$ cat src/hw/rtl/fir_pkg.sv
// ============================================================================
// FIR filter package
// Shared constants, request and result types, and control types for the
// digit-serial FIR filter.
// ============================================================================
package fir_pkg;

    localparam int SAMPLE_W     = 16;
    localparam int TAP_CFG_W    = 7;
    localparam int COEF_IDX_W   = 6;
    localparam int MAX_TAPS_DEF = 64;
    localparam int DIGIT_W      = 4;
    localparam int PADDR_W      = 3;
    localparam int PDATA_W      = 32;

    localparam logic [PADDR_W-1:0] ADDR_TAP_COUNT = 3'd0;

    localparam logic CMD_SAMPLE = 1'b0;
    localparam logic CMD_COEF   = 1'b1;

    typedef enum logic [2:0] {
        ST_IDLE,
        ST_READ,
        ST_LOAD,
        ST_MUL,
        ST_ROUND,
        ST_DONE
    } fir_state_t;

    typedef struct packed {
        logic                       cmd;
        logic signed [SAMPLE_W-1:0] sample_value;
        logic [COEF_IDX_W-1:0]      coef_index;
        logic signed [SAMPLE_W-1:0] coef_value;
    } fir_req_t;

    typedef struct packed {
        logic signed [SAMPLE_W-1:0] filtered_sample;
        logic                       saturated;
    } fir_rsp_t;

    typedef struct packed {
        logic clear;
        logic load;
        logic step;
        logic last;
    } fir_mac_ctrl_t;

endpackage

$ cat src/hw/rtl/fir_mac.sv
// ============================================================================
// FIR digit-serial multiply-accumulate
// Multiplies a sample by a coefficient one coefficient digit per cycle while
// step is high, and adds the partial products into a wide accumulator.
// ============================================================================
module fir_mac #(
    parameter int ACC_W = 2 * fir_pkg::SAMPLE_W + 8
) (
    input  logic                               clk,
    input  fir_pkg::fir_mac_ctrl_t             ctrl,
    input  logic signed [fir_pkg::SAMPLE_W-1:0] sample,
    input  logic signed [fir_pkg::SAMPLE_W-1:0] coef,
    output logic signed [ACC_W-1:0]            acc
);

    localparam int D     = fir_pkg::DIGIT_W;
    localparam int NDIG  = (fir_pkg::SAMPLE_W + D - 1) / D;
    localparam int MPL_W = NDIG * D;

    logic signed [ACC_W-1:0] acc_reg;
    logic signed [ACC_W-1:0] mcand_reg;
    logic [MPL_W-1:0]        mplier_reg;
    logic signed [D:0]       digit;
    logic signed [ACC_W-1:0] pp;
    logic signed [MPL_W-1:0] coef_ext;

    assign coef_ext = MPL_W'(coef);
    assign digit    = ctrl.last ? $signed({mplier_reg[D-1], mplier_reg[D-1:0]})
                                : $signed({1'b0, mplier_reg[D-1:0]});
    assign pp       = mcand_reg * ACC_W'(digit);

    always_ff @(posedge clk)
    begin
        if (ctrl.clear)
        begin
            acc_reg <= '0;
        end
        else if (ctrl.step)
        begin
            acc_reg <= acc_reg + pp;
        end
        if (ctrl.load)
        begin
            mcand_reg  <= ACC_W'(sample);
            mplier_reg <= coef_ext;
        end
        else if (ctrl.step)
        begin
            mcand_reg  <= mcand_reg <<< D;
            mplier_reg <= mplier_reg >> D;
        end
    end

    assign acc = acc_reg;

endmodule

$ cat src/hw/rtl/fir_filter.sv
// ============================================================================
// FIR filter top level
// Direct-form FIR filter with circular sample history, coefficient memory,
// a single digit-serial multiply-accumulate, rounding and saturation.
// ============================================================================
// A sample request passes ST_READ, ST_LOAD and ST_MUL for each of the T taps in
// use (none when T is 0), then ST_ROUND and ST_DONE, which waits for a free
// output register. Requests are taken only in ST_IDLE; a coefficient request
// gives no result. Each tap does a memory read, an operand load and one step
// per 4-bit digit of its 16-bit weight in the shared multiply-accumulate.
// After reset the history and coefficients read as zero and tap_count is 1.
module fir_filter #(
    parameter int MAX_TAPS = fir_pkg::MAX_TAPS_DEF
) (
    input  logic                           clk,
    input  logic                           rst_n,
    input  logic                           req_valid,
    output logic                           req_stall,
    input  fir_pkg::fir_req_t              req_word,
    output logic                           rsp_valid,
    input  logic                           rsp_stall,
    output fir_pkg::fir_rsp_t              rsp_data,
    input  logic                           psel,
    input  logic                           penable,
    input  logic                           pwrite,
    input  logic [fir_pkg::PADDR_W-1:0]    paddr,
    input  logic [fir_pkg::PDATA_W-1:0]    pwdata,
    output logic [fir_pkg::PDATA_W-1:0]    prdata,
    output logic                           pready
);

    localparam int W      = fir_pkg::SAMPLE_W;
    localparam int ADDR_W = (MAX_TAPS > 1) ? $clog2(MAX_TAPS) : 1;
    localparam int TAP_W  = $clog2(MAX_TAPS + 1);
    localparam int ACC_W  = 2 * W + $clog2(MAX_TAPS) + 1;
    localparam int NDIG   = (W + fir_pkg::DIGIT_W - 1) / fir_pkg::DIGIT_W;
    localparam int DCNT_W = (NDIG > 1) ? $clog2(NDIG) : 1;

    localparam logic signed [ACC_W-1:0] HALF  = ACC_W'(1) <<< (W - 2);
    localparam logic signed [ACC_W-1:0] Y_MAX = (ACC_W'(1) <<< (W - 1)) - ACC_W'(1);
    localparam logic signed [ACC_W-1:0] Y_MIN = -(ACC_W'(1) <<< (W - 1));

    localparam int TAP_CFG_W_L = fir_pkg::TAP_CFG_W;

    fir_pkg::fir_state_t state_reg, state_next;

    logic [TAP_CFG_W_L-1:0] tap_count_reg;

    logic signed [W-1:0]     hist_mem [MAX_TAPS];
    logic signed [W-1:0]     coef_mem [MAX_TAPS];
    logic [MAX_TAPS-1:0]     hist_vld_reg;
    logic [MAX_TAPS-1:0]     coef_vld_reg;
    logic signed [W-1:0]     hist_rd_reg;
    logic signed [W-1:0]     coef_rd_reg;
    logic                    hist_vrd_reg;
    logic                    coef_vrd_reg;

    logic [ADDR_W-1:0]       wp_reg, wp_next;
    logic [ADDR_W-1:0]       rd_addr_reg, rd_addr_next;
    logic [TAP_W-1:0]        tap_idx_reg, tap_idx_next;
    logic [DCNT_W-1:0]       dig_cnt_reg, dig_cnt_next;
    logic signed [W-1:0]     sample_reg;
    logic signed [ACC_W-1:0] acc_rnd_reg;

    logic                    out_valid_reg;
    fir_pkg::fir_rsp_t       out_data_reg;

    logic                    req_acc;
    logic                    cfg_we;
    logic                    coef_we;
    logic                    hist_we;
    logic                    out_load;
    logic                    out_free;
    logic [31:0]             taps_full;
    logic [TAP_W-1:0]        taps;
    logic [TAP_W:0]          wp_ext;
    logic [TAP_W:0]          taps_ext;
    logic [TAP_W:0]          start_ext;
    logic [ADDR_W-1:0]       wrap_addr;
    logic                    tap_last;
    logic                    dig_last;
    logic signed [ACC_W-1:0] acc;
    logic signed [ACC_W-1:0] y_full;
    fir_pkg::fir_mac_ctrl_t  mac_ctrl;
    logic signed [W-1:0]     mac_sample;
    logic signed [W-1:0]     mac_coef;

    assign pready  = 1'b1;
    assign prdata  = (paddr == fir_pkg::ADDR_TAP_COUNT) ? fir_pkg::PDATA_W'(tap_count_reg) : '0;
    assign cfg_we  = psel && penable && pwrite && (paddr == fir_pkg::ADDR_TAP_COUNT);

    assign req_stall = (state_reg != fir_pkg::ST_IDLE);
    assign req_acc   = req_valid && !req_stall;
    assign coef_we   = req_acc && (req_word.cmd == fir_pkg::CMD_COEF)
                       && (32'(req_word.coef_index) < 32'(MAX_TAPS));

    assign taps_full = (32'(tap_count_reg) > 32'(MAX_TAPS)) ? 32'(MAX_TAPS)
                                                            : 32'(tap_count_reg);
    assign taps      = taps_full[TAP_W-1:0];
    assign wp_ext    = (TAP_W + 1)'(wp_reg);
    assign taps_ext  = (TAP_W + 1)'(taps);
    assign start_ext = (wp_ext >= taps_ext) ? (wp_ext - taps_ext)
                                            : (wp_ext + (TAP_W + 1)'(MAX_TAPS) - taps_ext);
    assign wrap_addr = ADDR_W'(MAX_TAPS - 1);
    assign tap_last  = ((tap_idx_reg + TAP_W'(1)) == taps);
    assign dig_last  = (dig_cnt_reg == DCNT_W'(NDIG - 1));
    assign out_free  = !out_valid_reg || !rsp_stall;

    assign mac_sample = hist_vrd_reg ? hist_rd_reg : '0;
    assign mac_coef   = coef_vrd_reg ? coef_rd_reg : '0;
    assign y_full     = acc_rnd_reg >>> (W - 1);

    always_ff @(posedge clk or negedge rst_n)
    begin
        if (!rst_n)
        begin
            state_reg <= fir_pkg::ST_IDLE;
        end
        else
        begin
            state_reg <= state_next;
        end
    end

    always_comb
    begin
        state_next   = state_reg;
        tap_idx_next = tap_idx_reg;
        dig_cnt_next = dig_cnt_reg;
        rd_addr_next = rd_addr_reg;
        wp_next      = wp_reg;
        mac_ctrl     = '0;
        hist_we      = 1'b0;
        out_load     = 1'b0;
        case (state_reg)
            fir_pkg::ST_IDLE:
            begin
                if (req_acc && (req_word.cmd == fir_pkg::CMD_SAMPLE))
                begin
                    mac_ctrl.clear = 1'b1;
                    tap_idx_next   = '0;
                    rd_addr_next   = ADDR_W'(start_ext);
                    state_next     = (taps == '0) ? fir_pkg::ST_ROUND : fir_pkg::ST_READ;
                end
            end
            fir_pkg::ST_READ:
            begin
                state_next = fir_pkg::ST_LOAD;
            end
            fir_pkg::ST_LOAD:
            begin
                mac_ctrl.load = 1'b1;
                dig_cnt_next  = '0;
                state_next    = fir_pkg::ST_MUL;
            end
            fir_pkg::ST_MUL:
            begin
                mac_ctrl.step = 1'b1;
                mac_ctrl.last = dig_last;
                dig_cnt_next  = dig_cnt_reg + DCNT_W'(1);
                if (dig_last)
                begin
                    if (tap_last)
                    begin
                        state_next = fir_pkg::ST_ROUND;
                    end
                    else
                    begin
                        tap_idx_next = tap_idx_reg + TAP_W'(1);
                        rd_addr_next = (rd_addr_reg == wrap_addr) ? '0
                                                                  : rd_addr_reg + ADDR_W'(1);
                        state_next   = fir_pkg::ST_READ;
                    end
                end
            end
            fir_pkg::ST_ROUND:
            begin
                state_next = fir_pkg::ST_DONE;
            end
            fir_pkg::ST_DONE:
            begin
                if (out_free)
                begin
                    hist_we    = 1'b1;
                    out_load   = 1'b1;
                    wp_next    = (wp_reg == wrap_addr) ? '0 : wp_reg + ADDR_W'(1);
                    state_next = fir_pkg::ST_IDLE;
                end
            end
            default:
            begin
                state_next = fir_pkg::ST_IDLE;
            end
        endcase
    end

    always_ff @(posedge clk or negedge rst_n)
    begin
        if (!rst_n)
        begin
            tap_count_reg <= TAP_CFG_W_L'(1);
            hist_vld_reg  <= '0;
            coef_vld_reg  <= '0;
            wp_reg        <= '0;
            rd_addr_reg   <= '0;
            tap_idx_reg   <= '0;
            dig_cnt_reg   <= '0;
            out_valid_reg <= 1'b0;
        end
        else
        begin
            rd_addr_reg <= rd_addr_next;
            tap_idx_reg <= tap_idx_next;
            dig_cnt_reg <= dig_cnt_next;
            if (cfg_we)
            begin
                tap_count_reg <= pwdata[TAP_CFG_W_L-1:0];
                hist_vld_reg  <= '0;
                wp_reg        <= '0;
            end
            else
            begin
                wp_reg <= wp_next;
                if (hist_we)
                begin
                    hist_vld_reg[wp_reg] <= 1'b1;
                end
            end
            if (coef_we)
            begin
                coef_vld_reg[ADDR_W'(req_word.coef_index)] <= 1'b1;
            end
            if (out_load)
            begin
                out_valid_reg <= 1'b1;
            end
            else if (out_valid_reg && !rsp_stall)
            begin
                out_valid_reg <= 1'b0;
            end
        end
    end

    always_ff @(posedge clk)
    begin
        hist_rd_reg  <= hist_mem[rd_addr_reg];
        hist_vrd_reg <= hist_vld_reg[rd_addr_reg];
        coef_rd_reg  <= coef_mem[tap_idx_reg[ADDR_W-1:0]];
        coef_vrd_reg <= coef_vld_reg[tap_idx_reg[ADDR_W-1:0]];
        if (hist_we)
        begin
            hist_mem[wp_reg] <= sample_reg;
        end
        if (coef_we)
        begin
            coef_mem[ADDR_W'(req_word.coef_index)] <= req_word.coef_value;
        end
    end

    always_ff @(posedge clk)
    begin
        if (req_acc)
        begin
            sample_reg <= req_word.sample_value;
        end
        if (state_reg == fir_pkg::ST_ROUND)
        begin
            acc_rnd_reg <= acc + HALF;
        end
        if (out_load)
        begin
            if (y_full > Y_MAX)
            begin
                out_data_reg.filtered_sample <= Y_MAX[W-1:0];
                out_data_reg.saturated       <= 1'b1;
            end
            else if (y_full < Y_MIN)
            begin
                out_data_reg.filtered_sample <= Y_MIN[W-1:0];
                out_data_reg.saturated       <= 1'b1;
            end
            else
            begin
                out_data_reg.filtered_sample <= y_full[W-1:0];
                out_data_reg.saturated       <= 1'b0;
            end
        end
    end

    fir_mac #(
        .ACC_W (ACC_W)
    ) u_mac (
        .clk    (clk),
        .ctrl   (mac_ctrl),
        .sample (mac_sample),
        .coef   (mac_coef),
        .acc    (acc)
    );

    assign rsp_valid = out_valid_reg;
    assign rsp_data  = out_data_reg;

    a_rsp_from_done: assert property (@(posedge clk) disable iff (!rst_n)
        $rose(out_valid_reg) |-> $past(state_reg == fir_pkg::ST_DONE))
        else $error("Result appeared without a finished computation.");

    a_rd_addr_range: assert property (@(posedge clk) disable iff (!rst_n)
        32'(rd_addr_reg) < 32'(MAX_TAPS))
        else $error("History read address out of range.");

    a_tap_idx_range: assert property (@(posedge clk) disable iff (!rst_n)
        (state_reg == fir_pkg::ST_MUL) |-> (tap_idx_reg < taps))
        else $error("Tap index beyond tap count.");

    a_sample_starts: assert property (@(posedge clk) disable iff (!rst_n)
        (req_acc && (req_word.cmd == fir_pkg::CMD_SAMPLE)) |=>
            (state_reg != fir_pkg::ST_IDLE))
        else $error("Sample request did not start a computation.");

endmodule

$ cat config.mk
export PLATFORM = sky130hd
export DESIGN_NAME = fir_filter
export DESIGN_NICKNAME = d
export VERILOG_FILES = /design/src/hw/rtl/fir_pkg.sv /design/src/hw/rtl/fir_mac.sv /design/src/hw/rtl/fir_filter.sv
export SDC_FILE = /design/constraint.sdc
export NUM_CORES = 2
export LEC_CHECK = 0
export BUFFER_PORTS_ARGS = -buffer_cell sky130_fd_sc_hd__buf_2
export CORE_MARGIN = 2
export CORE_UTILIZATION = 65
export CTS_BUF_LIST = sky130_fd_sc_hd__clkbuf_4
export DETAILED_ROUTE_END_ITERATION = 8
export PLACE_DENSITY = 0.82
export REMOVE_ABC_BUFFERS = 1
export SETUP_SLACK_MARGIN = 0.1
export SYNTH_ARGS = -nofsm -noshare
export SYNTH_HDL_FRONTEND = slang
export SYNTH_SLANG_ARGS = --single-unit
$ cat constraint.sdc
create_clock -name clk -period 8.1 [get_ports clk]
set_clock_uncertainty 0.05 [all_clocks]
set_input_delay 1.215 -clock clk [delete_from_list [all_inputs] [get_ports clk]]
set_output_delay 1.215 -clock clk [all_outputs]
set_load 0.01 [all_outputs]
==> summary.txt <==
Yosys
  – Count leader, synth: edfxtp_1
  – Synth warnings: 0
  – Commonest cells post-synth: 2160 x edfxtp_1, 714 x mux4_2, 334 x nor2_1, 243 x nand2_1, 215 x inv_1
  – Top cell type by total area after synthesis: edfxtp_1
  – Post-synth top area share: 0.656
  – Avg Cell Area, Syn: 19.5 sq um
  – Asr flop ratio synth: 0.0669
  – Post-Syn Area: 98800 sq um
  – Sequential element share of the synthesized area: 0.711
  – Post-synth EDFFs: 2160
  – Top FF cell, synth: edfxtp_1
  – Distinct cell type count after synthesis: 66
  – Synth Instances: 5065
  – Register bit total from synthesis: 2393
  – Largest cells by area after synthesis: edfxtp_1 66%, mux4_2 16%, dfrtp_1 4.0%, fa_1 2.9%, dfxtp_1 1.5%

Clock network
  – Post-CTS Resized: 0
  – Clk slew on worst S/H paths: 0.07 ns
  – Clock buffer depth: 4
  – CTS tree: done
  – CTS H-tree depth: 6
  – Clock Sink Count: 2393
  – Clock root buffer: clkbuf_4
  – Cts bufs inserted: 595
  – Worst-Skew Late Latency: 1.46 ns

Setup path
  – Worst setup EP type: register
  – Largest fanout on the critical path: 35
  – Most frequent CP cell: fa_1
  – R2r worst-path depth: 22
  – Setup crit end: u_mac.acc[36]
  – CP Launch Type: register
  – Largest stage delay, worst path: 0.81 ns
  – Reg-to-reg startpoint: state_reg[1]
  – CP Data Required Time: 9.24 ns
  – R2R Setup Slk: 1.51 ns
  – Worst Setup SP: state_reg[1]
  – Slowest CP cell: a31oi_1
  – Arrival @ worst endpoint: 7.74 ns
  – R2R Path End: u_mac.acc[36]
  – Crit-path cells: nand2_1 > inv_2 > and2_1 > nand3_1 > buf_4 > inv_1 > fa_1 > inv_1 > fa_1 > fa_1 > inv_1 > fa_1 > ha_1 > a211oi_1 > o21ai_1 > nand3b_1 > a31oi_1 > a31oi_1 > o21ai_0 > o31ai_1 > xor2_1 > a21oi_1
  – Critical path class: reg -> reg

Detailed routing
  – Initial drt markers: 7260
  – DR pass1 iterations: 7
  – Detailed-route DRC error count: 0
  – DR vias/cell: 6.51
  – Mean routed wirelength per cell: 29.7 microns
  – Via count: 53200
  – Total length of routed wires: 242000 microns
  – Remaining antenna violation count after routing: 0

Global routing
  – Largest net degree at the start of global routing: 155
  – Global-route wire length before repair: 360000 microns
  – Gr ovfl total: 0
  – GRT Total Usage: 0.320
  – Vias in the first global route: 55900
  – Initial antenna violation count: 23

STA
  – Crit share post-route: 0.814
  – Hold_ws: 0.213 ns
  – RSZ-0062 raised after global routing: no
  – Min cycle time layout: 6.59 ns
  – Max Freq: 0.152 GHz
  – Slew Viols, Final: 0
  – TNS Setup: 0 ns
  – Tightest Pin Transition: 1.36 ns
  – Endpoints failing setup: 0
  – Slew margin rel.: 0.0910
  – Final hold viol count: 0

Outcome
  – Run status: completed

Final layout
  – Fin nets: 5989
  – Final Non-Filler Cells: 8173
  – Area Overhead vs Synth: 11.3%
  – Biggest regs: coef_mem x1024, hist_mem x1024
  – Share of cells above drive strength 1: 0.336

Hold path
  – Hold path start: rsp_stall
  – HP Class: in -> reg

Power
  – Max IR drop VDD: 303 uV
  – Power per Cell Area: 319 nW/um^2
  – Static Leakage: 0.0381 uW

Die
  – Initial Util: 0.652
  – Core ar.: 152000 sq um
  – Num rows: 143
  – Die height: 394 microns
  – I/O pin count: 133
  – Full die area: 155000 sq um
  – Die span in x: 394 microns

Placement
  – GPL Wtd Cong: 0.857
  – IO buf count: 81
  – Post-DP HPWL: 132000 microns
  – DP Cell Count: 7088

Run
  – Max-cap violations: 0
[layout make-up]
class	instances	area (sq um)
sequential	2393	70400
fill	8332	41500
multi-input combinational	2207	26800
clock buffer	879	6600
tap	2030	2540
timing repair buffer	264	1910
clock inverter	163	998
inverter	218	818
antenna	19	47.5
[per-layer routing]
| metal | GRT usage | wire length [microns] | vias up |
|---|---|---|---|
| met2 | 0.506 | 119000 | 3905 |
| met5 | 0 | 196 | - |
| met3 | 0.101 | 31500 | 858 |
| met4 | 0.141 | 11100 | 30 |
| li1 | - | - | 21500 |
| met1 | 0.413 | 80800 | 26900 |
[cell usage in the layout, fill, tap and decap left out, drive strengths merged, types with 73 or more instances in the layout]
cell / netlist / routed
a21oi: 74 / 74
and2: 140 / 140
buf: 119 / 240
clkbuf: 152 / 879
clkinv: 1 / 133
dfrtp: 159 / 159
dfxtp: 73 / 73
edfxtp: 2160 / 2160
fa: 143 / 143
ha: 86 / 86
inv: 217 / 231
mux4: 714 / 714
nand2: 243 / 243
nor2: 334 / 334
[through the flow]
step	utilization	total power, uW	area (sq um)	worst slack (ns)
after floorplan	-	23400	97700	-5.28
after global placement	0.674	24500	102000	1.68
after CTS	0.726	35200	110000	1.58
after detailed placement	0.674	24800	102000	1.62
final	0.726	35100	110000	1.51
after global routing	0.726	36700	110000	1.13
[repair_timing]
action	in CTS	in global routing
buffers inserted	0	0
endpoints found under the hold margin	79	0
hold buffers	24	0
[logic make-up after synthesis]
group | after synthesis | synth area share
AOI/OAI and AO/OA | 220 | 0.0131
xor gates and xnor gates | 74 | 0.00656
adders and majority gates | 229 | 0.0398
buffers and inverters | 489 | 0.0211
DFF | 2393 | 0.711
muxes | 720 | 0.163
other | 2 | 0.0000760
and+or+nand+nor | 938 | 0.0445
[where the power goes]
part	switching, uW	internal [uW]	total (uW)	leakage, uW
Clock	4950	5390	10300	0.00453
Sequential	765	13900	14700	0.0223
Combinational	5370	4690	10100	0.0112
[worst min-delay path by stage]
| stage | end | slack (ns) | depth (start not counted) |
|---|---|---|---|
| final | rsp_valid | 0.21 | 3 |
| after global routing | rsp_valid | 0.15 | 3 |
| after CTS | rsp_valid | 0.1 | 3 |
| after detailed placement | coef_vld_reg[62] | 0.40 | 1 |
| after global placement | u_mac.acc[11] | 0.39 | 2 |
| after floorplan | u_mac.acc[11] | 0.38 | 2 |
[critical path: cells and delay by family, from the launching register on]
family	cells	cell delay, ns
fa+ha+maj	5	2.23
compound gates	7	2.21
buf+inv	5	0.66
simple gates	4	0.63
flops	1	0.47
xor+xnor	1	0.20
(Power assumes the default switching activity.)
